--- config.mk ---
export PLATFORM = sky130hd
export DESIGN_NAME = nfa_move_epsilon_closure
export DESIGN_NICKNAME = d
export VERILOG_FILES = /design/src/nmec_pkg.sv /design/src/nmec_ctrl.sv /design/src/nmec_dp.sv /design/src/nfa_move_epsilon_closure.sv
export SDC_FILE = /design/constraint.sdc
export NUM_CORES = 1
export LEC_CHECK = 0
export BUFFER_PORTS_ARGS = -buffer_cell sky130_fd_sc_hd__buf_2
export CAP_MARGIN = 30
export CORE_ASPECT_RATIO = 0.6
export CORE_UTILIZATION = 55
export DETAILED_ROUTE_END_ITERATION = 10
export PLACE_DENSITY = 0.71
export SYNTH_ARGS = -nofsm -noshare
export SYNTH_HDL_FRONTEND = slang
export SYNTH_SLANG_ARGS = --single-unit
--- constraint.sdc ---
create_clock -name clk -period 6.38 [get_ports clk]
set_input_delay 0 -clock clk [delete_from_list [all_inputs] [get_ports clk]]
set_output_delay 0 -clock clk [all_outputs]
set_load 0.005 [all_outputs]
--- src/nmec_pkg.sv ---
`timescale 1ns / 1ps
`default_nettype none
// ----------------------------------------------------------------------------
// nmec_pkg
// Shared widths, codes and controller/datapath interface types for the NFA
// move / epsilon-closure engine.
// ----------------------------------------------------------------------------
package nmec_pkg;

  // field widths
  localparam int SET_W      = 10;  // NFA state-set bitmask
  localparam int STATE_W    = 4;   // state number
  localparam int SYM_W      = 4;   // alphabet symbol
  localparam int CMD_W      = 2;   // item kind
  localparam int ACT_W      = 4;   // active state count
  localparam int IDX_W      = $clog2(SET_W);

  // stream word layout
  localparam int IN_TDATA_W  = 32;
  localparam int OUT_TDATA_W = 16;
  localparam int SRC_LSB     = 0;
  localparam int SYM_LSB     = SRC_LSB + STATE_W;
  localparam int TGT_LSB     = SYM_LSB + SYM_W;
  localparam int CUR_LSB     = TGT_LSB + SET_W;

  // configuration port
  localparam int CFG_IDX_W  = 1;
  localparam int CFG_DATA_W = SET_W;

  // parameter defaults
  localparam int STATES_DEF  = 10;
  localparam int SYMBOLS_DEF = 10;

  localparam logic [ACT_W-1:0] ACTIVE_RST = ACT_W'(10);

  typedef enum logic [CMD_W-1:0] {
    CMD_WRITE = 2'd0,
    CMD_MOVE  = 2'd1,
    CMD_CLOSE = 2'd2
  } cmd_t;

  typedef enum logic [CFG_IDX_W-1:0] {
    CFG_FINAL_MASK = 1'b0,
    CFG_ACTIVE     = 1'b1
  } cfg_idx_t;

  // controller -> datapath
  typedef struct packed {
    logic load;        // latch the accepted word
    logic ld_close;    // accepted word is a closure-only query
    logic row_we;      // write the latched edge row
    logic clr_we;      // clearing pass write
    logic scan;        // issue / absorb table rows
    logic mode_close;  // scan follows epsilon rows
    logic seed;        // closure starts from the move result
    logic out_load;    // capture the result into the output register
  } ctl_t;

  // datapath -> controller
  typedef struct packed {
    logic pend_empty;  // no row left to read
    logic clr_last;    // clearing pass at its last entry
  } sts_t;

endpackage
`default_nettype wire

--- src/nmec_ctrl.sv ---
`timescale 1ns / 1ps
`default_nettype none
// ----------------------------------------------------------------------------
// nmec_ctrl
// Sequencer: clearing pass, item decode, row write, move scan, closure scan,
// result hand-off and output valid.
// ----------------------------------------------------------------------------
module nmec_ctrl (
  input  wire logic                     clk,
  input  wire logic                     rst_n,
  input  wire logic                     in_tvalid,
  output logic                          in_tready,
  input  wire logic [nmec_pkg::CMD_W-1:0] in_cmd,
  output logic                          out_tvalid,
  input  wire logic                     out_tready,
  output nmec_pkg::ctl_t                ctl,
  input  wire nmec_pkg::sts_t           sts
);
  import nmec_pkg::*;

  typedef enum logic [2:0] {
    S_CLEAR,
    S_IDLE,
    S_WRITE,
    S_MOVE,
    S_SEED,
    S_CLOSE,
    S_FINISH
  } state_t;

  state_t state_r, state_nxt;
  logic   out_vld_r, out_vld_nxt;

  always_comb begin
    state_nxt = state_r;
    ctl       = '0;
    case (state_r)
      S_CLEAR: begin
        ctl.clr_we = 1'b1;
        if (sts.clr_last) state_nxt = S_IDLE;
      end
      S_IDLE: begin
        if (in_tvalid) begin
          ctl.load     = 1'b1;
          ctl.ld_close = (in_cmd == CMD_CLOSE);
          case (in_cmd)
            CMD_WRITE: state_nxt = S_WRITE;
            CMD_MOVE:  state_nxt = S_MOVE;
            CMD_CLOSE: state_nxt = S_CLOSE;
            default:   state_nxt = S_FINISH;
          endcase
        end
      end
      S_WRITE: begin
        ctl.row_we = 1'b1;
        state_nxt  = S_FINISH;
      end
      S_MOVE: begin
        ctl.scan = 1'b1;
        if (sts.pend_empty) state_nxt = S_SEED;
      end
      S_SEED: begin
        ctl.seed  = 1'b1;
        state_nxt = S_CLOSE;
      end
      S_CLOSE: begin
        ctl.scan       = 1'b1;
        ctl.mode_close = 1'b1;
        if (sts.pend_empty) state_nxt = S_FINISH;
      end
      S_FINISH: begin
        if (!out_vld_r || out_tready) begin
          ctl.out_load = 1'b1;
          state_nxt    = S_IDLE;
        end
      end
      default: state_nxt = S_IDLE;
    endcase
  end

  always_comb begin
    if (ctl.out_load) begin
      out_vld_nxt = 1'b1;
    end else if (out_tready) begin
      out_vld_nxt = 1'b0;
    end else begin
      out_vld_nxt = out_vld_r;
    end
  end

  always_ff @(posedge clk) begin
    if (!rst_n) begin
      state_r   <= S_CLEAR;
      out_vld_r <= 1'b0;
    end else begin
      state_r   <= state_nxt;
      out_vld_r <= out_vld_nxt;
    end
  end

  assign in_tready  = (state_r == S_IDLE);
  assign out_tvalid = out_vld_r;

endmodule
`default_nettype wire

--- src/nmec_dp.sv ---
`timescale 1ns / 1ps
`default_nettype none
// ----------------------------------------------------------------------------
// nmec_dp
// Datapath: edge table memory, configuration registers, worklist scan of
// table rows and the output register.
// ----------------------------------------------------------------------------
module nmec_dp #(
  parameter int STATES  = nmec_pkg::STATES_DEF,
  parameter int SYMBOLS = nmec_pkg::SYMBOLS_DEF
) (
  input  wire logic                          clk,
  input  wire logic                          rst_n,
  input  wire nmec_pkg::ctl_t                ctl,
  output nmec_pkg::sts_t                     sts,
  input  wire logic [nmec_pkg::STATE_W-1:0]  in_src,
  input  wire logic [nmec_pkg::SYM_W-1:0]    in_sym,
  input  wire logic [nmec_pkg::SET_W-1:0]    in_tgt,
  input  wire logic [nmec_pkg::SET_W-1:0]    in_cur,
  input  wire logic                          cfg_we,
  input  wire logic [nmec_pkg::CFG_IDX_W-1:0]  cfg_idx,
  input  wire logic [nmec_pkg::CFG_DATA_W-1:0] cfg_wdata,
  output logic [nmec_pkg::SET_W-1:0]         out_set,
  output logic                               out_acc
);
  import nmec_pkg::*;

  localparam int DEPTH  = STATES * SYMBOLS;
  localparam int ADDR_W = $clog2(DEPTH);

  // configuration
  logic [SET_W-1:0] final_r;
  logic [ACT_W-1:0] active_r;

  // latched item
  logic [STATE_W-1:0] src_r;
  logic [SYM_W-1:0]   sym_r;
  logic [SET_W-1:0]   tgt_r;

  // scan state
  logic [SET_W-1:0]  pending_r, pending_nxt;
  logic [SET_W-1:0]  result_r, result_nxt;
  logic              rd_vld_r;
  logic [SET_W-1:0]  rd_data_r;
  logic [ADDR_W-1:0] clr_cnt_r;

  // output register
  logic [SET_W-1:0]  out_set_r;
  logic              out_acc_r;

  logic [SET_W-1:0]  mem [DEPTH];

  logic [SET_W-1:0]  live;
  logic [SET_W-1:0]  row_live;
  logic [SET_W-1:0]  new_bits;
  logic [SET_W-1:0]  pend_now;
  logic [SET_W-1:0]  pick;
  logic [IDX_W-1:0]  pick_idx;
  logic              issue;
  logic              in_sym_ok;
  logic              wr_ok;
  logic              mem_we;
  logic [ADDR_W-1:0] mem_waddr;
  logic [SET_W-1:0]  mem_wdata;
  logic [ADDR_W-1:0] rd_addr;
  logic [ADDR_W-1:0] wr_addr;

  // states below min(active_states, STATES) are live
  always_comb begin
    for (int i = 0; i < SET_W; i++) begin
      live[i] = (i < int'(active_r)) && (i < STATES);
    end
  end

  assign row_live = rd_vld_r ? (rd_data_r & live) : '0;
  assign new_bits = ctl.mode_close ? (row_live & ~result_r) : '0;
  assign pend_now = pending_r | new_bits;
  assign pick     = pend_now & (~pend_now + SET_W'(1));
  assign issue    = (pend_now != '0);

  always_comb begin
    pick_idx = '0;
    for (int i = SET_W - 1; i >= 0; i--) begin
      if (pend_now[i]) pick_idx = IDX_W'(i);
    end
  end

  assign pending_nxt = pend_now & ~pick;
  assign result_nxt  = result_r | row_live;

  assign in_sym_ok = (int'(in_sym) < SYMBOLS);
  assign wr_ok     = (int'(src_r) < STATES) && (int'(sym_r) < SYMBOLS);
  assign wr_addr   = ADDR_W'(int'(src_r) * SYMBOLS + int'(sym_r));
  assign rd_addr   = ADDR_W'(int'(pick_idx) * SYMBOLS +
                             (ctl.mode_close ? 0 : int'(sym_r)));

  assign mem_we    = ctl.clr_we || (ctl.row_we && wr_ok);
  assign mem_waddr = ctl.clr_we ? clr_cnt_r : wr_addr;
  assign mem_wdata = ctl.clr_we ? '0 : tgt_r;

  always_ff @(posedge clk) begin
    if (mem_we) mem[mem_waddr] <= mem_wdata;
    rd_data_r <= mem[rd_addr];
  end

  assign sts.pend_empty = !issue;
  assign sts.clr_last   = (clr_cnt_r == ADDR_W'(DEPTH - 1));

  // control registers
  always_ff @(posedge clk) begin
    if (!rst_n) begin
      final_r   <= '0;
      active_r  <= ACTIVE_RST;
      rd_vld_r  <= 1'b0;
      clr_cnt_r <= '0;
    end else begin
      if (cfg_we) begin
        case (cfg_idx)
          CFG_FINAL_MASK: final_r  <= cfg_wdata;
          CFG_ACTIVE:     active_r <= cfg_wdata[ACT_W-1:0];
          default: ;
        endcase
      end
      rd_vld_r <= ctl.scan && issue;
      if (ctl.clr_we) clr_cnt_r <= clr_cnt_r + ADDR_W'(1);
    end
  end

  // payload registers
  always_ff @(posedge clk) begin
    if (ctl.load) begin
      src_r     <= in_src;
      sym_r     <= in_sym;
      tgt_r     <= in_tgt;
      pending_r <= (ctl.ld_close || in_sym_ok) ? (in_cur & live) : '0;
      result_r  <= ctl.ld_close ? (in_cur & live) : '0;
    end else if (ctl.scan) begin
      pending_r <= pending_nxt;
      result_r  <= result_nxt;
    end else if (ctl.seed) begin
      pending_r <= result_r;
    end
    if (ctl.out_load) begin
      out_set_r <= result_r;
      out_acc_r <= |(result_r & final_r);
    end
  end

  assign out_set = out_set_r;
  assign out_acc = out_acc_r;

endmodule
`default_nettype wire

--- src/nfa_move_epsilon_closure.sv ---
`timescale 1ns / 1ps
`default_nettype none
// ----------------------------------------------------------------------------
// nfa_move_epsilon_closure
// NFA edge table with move and epsilon-closure queries.
// ----------------------------------------------------------------------------
// Usage:
//  - in_* stream: one word per item. in_tuser = command (write row, move then
//    closure, closure only). in_tdata holds src_state, symbol, target_mask,
//    current_set from bit 0 up.
//  - out_* stream: one word per item. out_tdata = next_set (zero for writes
//    and unknown commands), out_tuser = accepting.
//  - cfg_*: register writes (final_mask, active_states), always ready; write
//    only while no item is in flight.
//  - Processing: a move query reads the source rows, then the epsilon rows
//    of the closure; a closure query reads only the epsilon rows. The single
//    read port of the edge table reads one row per cycle. The block works on
//    one item at a time, and the next word can be taken in the cycle after
//    the result is handed to the output.
//  - Reset: all STATES*SYMBOLS table entries are cleared, one entry per
//    cycle; in_tready stays low meanwhile, config writes are still taken.
//  - A stalled receiver holds the output register; the block still takes
//    the next word and works on it, then waits to hand its result over.
// ----------------------------------------------------------------------------
module nfa_move_epsilon_closure #(
  parameter int STATES  = nmec_pkg::STATES_DEF,
  parameter int SYMBOLS = nmec_pkg::SYMBOLS_DEF
) (
  input  wire logic                              clk,
  input  wire logic                              rst_n,
  // input stream
  input  wire logic                              in_tvalid,
  output logic                                   in_tready,
  // [3:0] src_state, [7:4] symbol, [17:8] target_mask, [27:18] current_set
  input  wire logic [nmec_pkg::IN_TDATA_W-1:0]   in_tdata,
  // [1:0] cmd
  input  wire logic [nmec_pkg::CMD_W-1:0]        in_tuser,
  // result stream
  output logic                                   out_tvalid,
  input  wire logic                              out_tready,
  // [9:0] next_set
  output logic [nmec_pkg::OUT_TDATA_W-1:0]       out_tdata,
  // [0] accepting
  output logic                                   out_tuser,
  // configuration
  input  wire logic                              cfg_valid,
  output logic                                   cfg_ready,
  input  wire logic [nmec_pkg::CFG_IDX_W-1:0]    cfg_index,
  input  wire logic [nmec_pkg::CFG_DATA_W-1:0]   cfg_data
);
  import nmec_pkg::*;

  ctl_t             ctl;
  sts_t             sts;
  logic [SET_W-1:0] out_set;

  assign cfg_ready = 1'b1;

  // sequencer: owns the handshakes and walks the phases of an item
  nmec_ctrl u_ctrl (
    .clk        (clk),
    .rst_n      (rst_n),
    .in_tvalid  (in_tvalid),
    .in_tready  (in_tready),
    .in_cmd     (in_tuser),
    .out_tvalid (out_tvalid),
    .out_tready (out_tready),
    .ctl        (ctl),
    .sts        (sts)
  );

  // table memory, row scan and result register
  nmec_dp #(
    .STATES  (STATES),
    .SYMBOLS (SYMBOLS)
  ) u_dp (
    .clk       (clk),
    .rst_n     (rst_n),
    .ctl       (ctl),
    .sts       (sts),
    .in_src    (in_tdata[SRC_LSB +: STATE_W]),
    .in_sym    (in_tdata[SYM_LSB +: SYM_W]),
    .in_tgt    (in_tdata[TGT_LSB +: SET_W]),
    .in_cur    (in_tdata[CUR_LSB +: SET_W]),
    .cfg_we    (cfg_valid && cfg_ready),
    .cfg_idx   (cfg_index),
    .cfg_wdata (cfg_data),
    .out_set   (out_set),
    .out_acc   (out_tuser)
  );

  assign out_tdata = {{(OUT_TDATA_W - SET_W){1'b0}}, out_set};

`ifndef ASSERT_OFF
  // an accepting result must contain at least one state
  a_acc_nonempty: assert property (@(posedge clk) disable iff (!rst_n)
    out_tvalid |-> !(out_tuser && (out_set == '0)))
    else $error("accepting flag with empty state set");

  // one item at a time: the port closes right after a word is taken
  a_one_item: assert property (@(posedge clk) disable iff (!rst_n)
    (in_tvalid && in_tready) |=> !in_tready)
    else $error("input taken while an item is in progress");

  // the table clearing pass keeps the input closed after reset
  a_clear_blocks: assert property (@(posedge clk)
    !rst_n |=> !in_tready)
    else $error("input open during the clearing pass");
`endif

endmodule
`default_nettype wire

### Word level (Yosys, flattened, before mapping)

Memories as Yosys holds them, arrays and structs flattened. A register that Yosys moved wholly into a read port is not among the register bits.
Cells that the tools add are included.

* output and inout port bits: 20
* bits of input ports: 50
* RAM bits: 1000
* register bits after elaboration: 75
* memories: 1

* magnitude comparators: 13
* $add $sub $neg: 4
* reduce and logical (&&, ||, !) cells: 18
* mux-type cells: 42
* $mul: 2
* equal/unequal tests: 14
* bitwise operators: 12

Memories
* u_dp.mem: depth 100, bits a word 10, read ports 1, clocked after Yosys merged registers in 1, write ports 1, line nmec_dp.sv:51 `logic [SET_W-1:0] mem [DEPTH];`

Operators by type and width (count)
* 2-to-1 mux 10 bit: 10
* AND 10 bit: 6
* 2-to-1 mux 4 bit: 11
* NOT 10 bit: 3
* one-hot mux 3 bit (7 select lines): 1
* bitwise OR 10 bit: 2
* less-than comparator 3 x 4 -> 1 bit (first input constant): 4
* 2-to-1 mux 3 bit: 5
* less-than comparator 4 bit (second input constant): 3
* multiplier 4 x 3 -> 6 bit (second input constant): 2
* 2-to-1 mux 1 bit: 11
* adder 10 x 1 -> 10 bit (second input constant): 1
* nonzero test 10 bit: 1
* OR reduction 10 bit: 1
* equality test 3 bit (second input constant): 3
* one-hot mux 3 bit (3 select lines): 1
* less-than comparator 1 x 4 -> 1 bit (first input constant): 2
* less-than comparator 2 x 4 -> 1 bit (first input constant): 2
* less-than comparator 4 bit (first input constant): 2
* inequality test 2 bit (second input constant): 4
* adder 7 x 1 -> 7 bit (second input constant): 1
* adder 7 x 5 -> 7 bit: 1
* adder 7 bit: 1
* equality test 7 bit (second input constant): 1
* 18 further kinds: 26

### Depth between registers and ports, before layout

Gate-level depths: netlist (run 1).

* depth in word-level cells: 18
* gate-level depth with buffers: 21
* gate-level depth less buffers: 17

### Modules after synthesis

Synthesis (run 1) repeated with hierarchy kept, for this count alone.

* cells, all modules: 2424
* area total of the unflattened synthesis: 43615.6 µm²

Modules (own cells, without submodules)
* nmec_dp: instances 1, cells an instance 2361, area each 43115.1 µm²
* nmec_ctrl: instances 1, cells an instance 54, area each 440.4 µm²
* nfa_move_epsilon_closure: instances 1, cells an instance 9, area each 60.1 µm²

### Worst setup path after synthesis (run 1)

No wires, ideal clock.

* path type: register -> register
* start: reg u_dp.active_r[2]
* end: reg u_dp.rd_data_r[6], read port of u_dp.mem
* path buffers: 4
* cell stages (with the launch flop): 20
* clock period less this slack: 4378 ps
* arrival time: 4291 ps
* required time: 6293 ps
* path slack: 2002 ps
* path through: dfxtp_1 > clkbuf_1 > or3_1 > a41o_1 > o21ai_0 > a21oi_1 > o21ai_0 > nand2_1 > a21boi_0 > ha_1 > inv_1 > fa_1 > clkbuf_1 > clkbuf_1 > clkbuf_1 > nand3_1 > a31oi_1 > o21ai_0 > o311a_1 > o31ai_1

* word-level cells in the longest chain between the ends: 18
* elaborated cells between the ends (all ways): 27
* classes of those cells: add/sub: 1; mul: 1; order compare: 10; mux: 12; bitwise: 3

RTL lines
* start: declaration: line nmec_dp.sv:33 `logic [ACT_W-1:0] active_r;`
* start signal: assignment: line nmec_dp.sv:120 `CFG_ACTIVE: active_r <= cfg_wdata[ACT_W-1:0];`
* less-than comparator 4 bit: line nmec_dp.sv:71 `live[i] = (i < int'(active_r)) && (i < STATES);`
* AND 10 bit *: line nmec_dp.sv:75 `assign row_live = rd_vld_r ? (rd_data_r & live) : '0;`
* 2-to-1 mux 10 bit *: line nmec_dp.sv:75
* AND 10 bit *: line nmec_dp.sv:76 `assign new_bits = ctl.mode_close ? (row_live & ~result_r) : '0;`
* 2-to-1 mux 10 bit *: line nmec_dp.sv:76
* bitwise OR 10 bit *: line nmec_dp.sv:77 `assign pend_now = pending_r | new_bits;`
* 2-to-1 mux 4 bit (9 in a row): line nmec_dp.sv:84 `if (pend_now[i]) pick_idx = IDX_W'(i);`
* 2-to-1 mux 4 bit *: line nmec_dp.sv:84
* multiplier 4 x 3 -> 6 bit *: line nmec_dp.sv:94 `assign rd_addr = ADDR_W'(int'(pick_idx) * SYMBOLS +`
* adder 7 bit *: line nmec_dp.sv:94
* end: declaration: line nmec_dp.sv:44 `logic [SET_W-1:0] rd_data_r;`

Every way passes the cells marked *; elsewhere a longest branch is shown, timed or not.
A chain may end at the register's enable or synchronous reset.

### Final worst setup path (run 1)

* start: reg u_dp.active_r[3]
* end: reg u_dp.rd_data_r[0], read port of u_dp.mem

Same word-level chain as after synthesis.

==> key figures, run 1 <==
Yosys
  – Count of different cell masters after synthesis: 82
  – Top FF cell, synth: edfxtp_1
  – Ys Warns: 0
  – Mapped Area: 43080 um2
  – Post-synth EDFFs: 1049
  – Sequential fraction of the synthesis area: 0.7480
  – Post-synthesis average cell area: 18.67 um2
  – Yosys reg bits: 1085
  – Mapped Cells: 2307
  – Fraction of registers with async set/reset: 0

Floorplan
  – Core ar.: 77490 um2
  – Initial Utilization: 0.5558
  – Top Ports: 70
  – Die width: 363.3 um
  – Die ar.: 79480 um2
  – Floorplan row count: 79
  – DIE HEIGHT: 218.8 um

Clock network
  – CTS H-tree depth: 3
  – Worst-Skew Late Latency: 0.68 ns
  – Clock Path Buffers: 3
  – CTS tree: built
  – TritonCTS Sinks: 1085
  – CTS root buffer: clkbuf_16
  – CTS Buf Count: 92
  – CTS clock-pin slew for the worst setup and hold paths: 0.07 ns

Global route
  – GR Util met1: 0.4321
  – Tot GR Track Use: 0.2714
  – Global-route wire length before repair: 154.4 mm
  – Initial antenna violation count: 4
  – Vias in the first global route: 22700
  – Top Usage Layer GRT: met1
  – Largest net degree at the start of global routing: 144
  – GR Overflow Total: 0
  – Met3 global-route usage: 0.07729
  – Met2 track demand over resource: 0.3698

Hold path
  – Hold/Removal Path Class: in2reg
  – Hold Path Stages: 2
  – Hold endpoint: u_dp.src_r[3]
  – HP Start: in_tdata[3]

Setup path
  – Setup CP Type: reg2reg
  – Crit Path Max Fanout: 21
  – CP bufs+invs: 2
  – Arrival @ worst endpoint: 6.42 ns
  – Cell mode on critical path: a21oi_1
  – Critical path's top delay family: compound AO/OA/AOI/OAI gates
  – Worst path required time: 6.91 ns
  – R2r setup slk: 0.49 ns
  – Crit-path cells: a21oi_1, o41ai_1, a21oi_1, o21ai_0, nand2_1, a21boi_0, buf_4, ha_4, inv_1, fa_4, xnor2_2, a2111oi_0, o21ai_1, o22ai_1, nor4_1, a21oi_1, a22oi_1
  – R2R depth: 17
  – FF-to-FF End: u_dp.rd_data_r[0]
  – Launch point of the worst reg-to-reg path: u_dp.active_r[3]
  – Max incr delay on CP: 0.81 ns
  – Crit. End Element: flip-flop
  – Critical Path Slowest Stage Cell: dfxtp_1
  – CP Launch Type: flip-flop

Placement
  – Port bufs: 58
  – Dpl ws: 0.7842 ns
  – Dpl hpwl: 66.40 mm
  – GP Congestion: 0.8941

Cells and area
  – P&R area growth vs syn: 13.98%
  – Most frequent cells in the layout: edfxtp_1 (1049), mux4_2 (231), nor2_1 (170)
  – Multi-input logic area: 10320 um2
  – Storage element area: 32220 um2
  – Nets: 2590
  – Fill cell count: 5224
  – Most common cell after layout, fill and taps aside: edfxtp_1
  – Ratio of cells with drive above 1 in the final layout: 0.2238
  – Core Util, Final: 0.6336

Routing
  – Final ANT Viol Nets: 0
  – Initial DRC Count: 3756
  – Vias: 23860
  – DRC violations left: 0
  – Drt first pass iters: 6
  – Vias/cell: 6.536
  – Routed wire length: 107.1 mm
  – Wirelength per Cell: 29.34 um

STA
  – Final hold viol count: 0
  – Unrepaired setup endpoints after global routing: false
  – Sum Neg Setup Slack: 0 ns
  – Final WS setup: 0.4850 ns
  – Worst Tran Pin Value: 1.091 ns
  – Count of final setup violators: 0
  – Slew headroom: 0.2702
  – Min Tclk post-route: 5.895 ns
  – Fin crit share: 0.9240
  – Fin Clk Skew: 0.02529 ns
  – Max-slew violations: 0
  – Fmax: 169.6 MHz

Power and ir drop
  – Leak Pwr: 13.62 nW
  – Tot Pwr: 13.53 mW
  – IR Drop Worst-Case VDD: 0.2809 mV
  – Pwr/cell area: 275.6 nW/um2

Outcome
  – Status: finished, final reports clean

Run
  – Max cap viols: 0
==> per-stage QoR <==
stage               std cells  area, um2  hold slack [ns]
global placement         3362      44840           0.1760
detailed placement       3379      45080           0.1783
global route             3649      49100          0.03819
finish                   3650      49100          0.05228
floorplan                2312      43090          0.07183
CTS                      3617      48730        0.0004680
==> state kept, by name, indices dropped and copies added, names as in the netlist, 3 cells and up <==
name            flops
u_ctrl.state_r      3
u_dp.active_r       4
u_dp.clr_cnt_r      7
u_dp.final_r       10
u_dp.mem         1000
u_dp.out_set       10
u_dp.pending_r     10
u_dp.rd_data_r     10
u_dp.result_r      10
u_dp.src_r          4
u_dp.sym_r          4
u_dp.tgt_r         10
==> report_power, final <==
| group | total (mW) | internal, mW | switching, mW | leakage [nW] |
|---|---|---|---|---|
| clock network | 5.64 | 3.11 | 2.53 | 1.47 |
| logic | 0.156 | 0.0629 | 0.0933 | 4.29 |
| registers | 7.74 | 7.72 | 0.0179 | 7.87 |
==> how the worst max path moves through the flow <==
stage | start | end | slack, ns | depth (start not counted)
6_report | u_dp.active_r[3] | u_dp.rd_data_r[0] | 0.49 | 17
3_5_place_dp | u_dp.active_r[3] | u_dp.rd_data_r[0] | 0.78 | 17
5_1_grt | u_dp.active_r[3] | u_dp.rd_data_r[0] | 0.25 | 17
3_3_place_gp | u_dp.active_r[3] | u_dp.rd_data_r[0] | 0.78 | 18
4_1_cts | u_dp.active_r[3] | u_dp.rd_data_r[0] | 0.74 | 17
2_1_floorplan | u_dp.active_r[2] | u_dp.rd_data_r[6] | 2.00 | 19
==> cell type report <==
cell class	instances	share of cell area
diodes	1	0.00005097
flip-flops and latches	1085	0.6563
well taps	1053	0.02683
repair buffers	245	0.04462
multi-input cells	1076	0.2102
inverters	20	0.001529
clock buffers	111	0.04918
clock inverters	59	0.01137
==> per-layer routing <==
metal  up-vias  share of wire
li1       9799              -
met2      1573           0.42
met5         -        0.00031
met1     12280           0.42
met4         4          0.022
met3       199           0.13
==> repair_timing <==
item	in CTS	in global routing
hold buffers	68	0
endpoints found under the hold margin	96	0
resized for setup	0	0
setup buffers	0	0
==> synthesized netlist by cell type (all sizes together) (17+ instances only) <==
library cell  number  share of area
a21oi             73         0.0085
a22oi             40         0.0070
buf               46         0.0073
clkbuf            85         0.0074
dfxtp             36          0.017
edfxtp          1049           0.73
inv               20         0.0017
mux2i             21         0.0049
mux4             231           0.12
nand2            140          0.012
nand3             43         0.0050
nor2             174          0.015
nor2b             17         0.0025
nor3              25         0.0029
o21ai             52         0.0060
==> logic make-up (layout without fill, tap and decap cells) <==
| family | Yosys count | in the layout | share of synthesized area |
|---|---|---|---|
| xor+xnor | 15 | 15 | 0.003224 |
| other cells | 2 | 8 | 0.0001743 |
| mux | 255 | 255 | 0.1264 |
| simple gates | 481 | 481 | 0.05185 |
| compound gates | 298 | 298 | 0.04738 |
| flops | 1085 | 1085 | 0.7480 |
| fa+ha+maj | 20 | 20 | 0.006507 |
| buf+inv | 151 | 435 | 0.01641 |
(Power assumes the default switching activity.)
==> run 2: changes to the inputs <==
==> constraint.sdc (replaced) <==
create_clock -name clk -period 6.38 [get_ports clk]
set_input_delay 0.319 -clock clk [delete_from_list [all_inputs] [get_ports clk]]
set_output_delay 0.319 -clock clk [all_outputs]
set_load 0.005 [all_outputs]
==> run 2 against run 1 <==
  * Critical path type unchanged
  * Sequential power about the same
  * Worst hold slack improved by 0.023 ns
  * Sequential cell count stayed put
  * Routed wire length is 0.86% lower
  * Maximum frequency shrank 3.8%
  * Largest power group unchanged
  * Clock power about the same
  * Global-route usage fell by 0.20 points
  * First-iteration DRC count decreased by 2.2%
  * Non-clock buffer count decreased by 32
  * Design area down 0.68%
  * Combinational power fell by 3%
==> key figures, run 2 (synthesis results as in run 1) <==
Outcome
  – Status: finished, final reports clean (unchanged)

Clock network
  – Number of setup buffers added after CTS: 0 (unchanged)
  – CTS Buf Count: 92 (unchanged)
  – CTS clock-pin slew for the worst setup and hold paths: 0.07 ns (about the same)
  – CTS root buffer: clkbuf_16 (unchanged)
  – CTS tree: built (unchanged)
  – Post-CTS Resized: 0 (unchanged)
  – TritonCTS Sinks: 1085 (unchanged)
  – Clock Path Buffers: 3 (unchanged)
  – Worst-Skew Late Latency: 0.68 ns (about the same)
  – CTS H-tree depth: 3 (unchanged)
  – Hold-fix buffers at CTS: 37 (was 68)

Placement
  – Area after DPL: 45070 um2 (was 45080 um2)
  – Port bufs: 58 (unchanged)
  – GP Congestion: 0.9927 (was 0.8941)
  – Dpl hpwl: 66.79 mm (was 66.40 mm)

STA
  – Max-slew violations: 0 (unchanged)
  – Fin Clk Skew: 0.02267 ns (was 0.02529 ns)
  – Worst Tran Pin Value: 1.128 ns (was 1.091 ns)
  – Slew headroom: 0.2465 (was 0.2702)
  – Min Tclk post-route: 6.127 ns (was 5.895 ns)
  – Unrepaired setup endpoints after global routing: false (unchanged)
  – Fin crit share: 0.9604 (was 0.9240)
  – Count of final setup violators: 0 (unchanged)
  – Final hold viol count: 0 (unchanged)
  – Min Hold Slack: 0.07538 ns (was 0.05228 ns)
  – Sum Neg Setup Slack: 0 ns (unchanged)
  – Fmax: 163.2 MHz (was 169.6 MHz)

Power and ir drop
  – Leak Pwr: 13.47 nW (was 13.62 nW)
  – Switching Power: 2.633 mW (was 2.638 mW)
  – Flop pwr share: 0.572 (about the same)
  – Pwr/cell area: 277.5 nW/um2 (was 275.6 nW/um2)
  – Net Sw Frac: 0.1946 (was 0.1949)
  – IR Drop Worst-Case VDD: 0.2587 mV (was 0.2809 mV)
  – Clock network power share: 0.417 (about the same)
  – Internal Pwr Total: 10.90 mW (about the same)
  – Tot Pwr: 13.53 mW (about the same)
  – Comb power frac: 0.011 (was 0.012)

Global route
  – Initial antenna violation count: 1 (was 4)
  – Met3 global-route usage: 0.08356 (was 0.07729)
  – Largest net degree at the start of global routing: 124 (was 144)
  – Global-route wire length before repair: 154.0 mm (was 154.4 mm)
  – Met2 track demand over resource: 0.3674 (was 0.3698)
  – GR Overflow Total: 0 (unchanged)
  – Tot GR Track Use: 0.2694 (was 0.2714)
  – GR Util met1: 0.4254 (was 0.4321)
  – Vias in the first global route: 22600 (was 22700)
  – Top Usage Layer GRT: met1 (unchanged)

Setup path
  – Critical path's top delay family: compound AO/OA/AOI/OAI gates (unchanged)
  – Crit path from: u_dp.active_r[3] (unchanged)
  – Critical Path Slowest Stage Cell: nor4b_1 (was dfxtp_1)
  – R2r setup slk: 0.25 ns (was 0.49 ns)
  – FF-to-FF End: u_dp.rd_data_r[3] (was u_dp.rd_data_r[0])
  – Critical path endpoint: u_dp.rd_data_r[3] (was u_dp.rd_data_r[0])
  – Crit. End Element: flip-flop (unchanged)
  – Crit path depth: 18 (was 17)
  – R2R depth: 18 (was 17)
  – Cell mode on critical path: o21ai_0 (was a21oi_1)
  – Crit Path Max Fanout: 21 (unchanged)
  – Arrival @ worst endpoint: 6.72 ns (was 6.42 ns)
  – Worst path required time: 6.97 ns (was 6.91 ns)
  – CP Launch Type: flip-flop (unchanged)
  – Crit-path cells: a21oi_1, o41ai_1, a21oi_1, o21ai_0, nand2_1, a21boi_0, buf_4, ha_4, inv_1, fa_4, xnor2_2, buf_4, nor2_1, o21ai_0, o31ai_1, nor4b_1, o21ai_0, a22oi_1 (was a21oi_1, o41ai_1, a21oi_1, o21ai_0, nand2_1, a21boi_0, buf_4, ha_4, inv_1, fa_4, xnor2_2, a2111oi_0, o21ai_1, o22ai_1, nor4_1, a21oi_1, a22oi_1)
  – Max incr delay on CP: 0.91 ns (was 0.81 ns)
  – Setup CP Type: reg2reg (unchanged)
  – CP bufs+invs: 3 (was 2)
  – Launch point of the worst reg-to-reg path: u_dp.active_r[3] (unchanged)

Floorplan
  – Floorplan row count: 79 (unchanged)
  – Die width: 363.3 um (unchanged)
  – Initial Utilization: 0.5558 (unchanged)
  – Die ar.: 79480 um2 (unchanged)
  – DIE HEIGHT: 218.8 um (unchanged)
  – Top Ports: 70 (unchanged)
  – Core ar.: 77490 um2 (unchanged)

Cells and area
  – Most common cell after layout, fill and taps aside: edfxtp_1 (unchanged)
  – Largest register FFs: 1000 (unchanged)
  – Most frequent cells in the layout: edfxtp_1 (1049), mux4_2 (231), nor2_1 (170) (unchanged)
  – Ratio of cells with drive above 1 in the final layout: 0.2237 (was 0.2238)
  – Total inserted antenna cells: 0 (was 1)
  – Largest register by flop count: u_dp.mem (unchanged)
  – Fin area: 48760 um2 (was 49100 um2)
  – Fill cell count: 5232 (was 5224)
  – Nets: 2558 (was 2590)
  – P&R area growth vs syn: 13.21% (was 13.98%)

Routing
  – Wirelength per Cell: 29.37 um (was 29.34 um)
  – Routed wire length: 106.2 mm (was 107.1 mm)
  – Drt first pass iters: 8 (was 6)
  – Initial DRC Count: 3675 (was 3756)
  – DRC violations left: 0 (unchanged)
  – Final ANT Viol Nets: 0 (unchanged)
  – Vias: 23710 (was 23860)
  – Vias/cell: 6.557 (was 6.536)

Hold path
  – Hold/Removal Path Class: in2reg (unchanged)

Run
  – Max cap viols: 0 (unchanged)
[run 2: cell types whose count changed in the layout (fill, tap and decap cells not counted), moves of 2 or more]
cell	delta
dlygate4sd3_1	-31
clkinv_2	-6
clkinv_1	+4
buf_4	-3
buf_8	+3
inv_6	-3
buf_12	-2
buf_6	+2
clkbuf_16	+2
[run 2: worst min path at each step]
stage                    startpoint  cells past startpoint               end
detailed placement  u_dp.final_r[4]                      2   u_dp.final_r[4]
finish                 in_tdata[22]                      3  u_dp.result_r[4]
floorplan                     rst_n                      1  u_dp.active_r[1]
CTS                    in_tdata[22]                      3  u_dp.result_r[4]
global route           in_tdata[22]                      3  u_dp.result_r[4]
global placement    u_dp.final_r[3]                      2   u_dp.final_r[3]
[run 2: stage by stage]
stage               instances  setup WS [ns]  utilization
finish                   3615         0.2528       0.6293
global route             3615        0.03015       0.6293
CTS                      3585         0.6184       0.6248
detailed placement       3380         0.7548       0.5816
global placement         3348         0.8947       0.5767
floorplan                2312          2.002            -
[run 2: worst reg2reg max path, cell delays in order, from the launching register on]
cell and delay, ns:
dfxtp_1 0.78, a21oi_1 0.19, o41ai_1 0.71, a21oi_1 0.10, o21ai_0 0.19, nand2_1 0.07, a21boi_0 0.27, buf_4 0.19
ha_4 0.13, inv_1 0.06, fa_4 0.56, xnor2_2 0.62, buf_4 0.26, nor2_1 0.16, o21ai_0 0.22, o31ai_1 0.11
nor4b_1 0.91, o21ai_0 0.27, a22oi_1 0.24
[run 2: final cells by class]
type / count / area (um2) / area share
clock buffers: 114 / 2469 / 0.05062
clock inverters: 54 / 505.5 / 0.01037
inverters: 20 / 75.07 / 0.001539
multi-input cells: 1076 / 10320 / 0.2116
flip-flops and latches: 1085 / 32220 / 0.6607
well taps: 1053 / 1318 / 0.02702
repair buffers: 213 / 1858 / 0.03810
[run 2: per-layer routing]
layer / part of all wire / vias up
met4: 0.021 / 2
li1: - / 9723
met5: 0.000075 / -
met1: 0.42 / 12270
met3: 0.13 / 169
met2: 0.43 / 1541
[run 2: power by group through the flow]
stage / sequential (mW) / combinational, mW / clock (mW)
after floorplan: 7.88 / 0.0635 / 0
after global placement: 7.89 / 0.107 / 0
after detailed placement: 7.89 / 0.122 / 0
after CTS: 7.74 / 0.141 / 5.69
after global routing: 7.74 / 0.158 / 5.95
final: 7.74 / 0.151 / 5.64
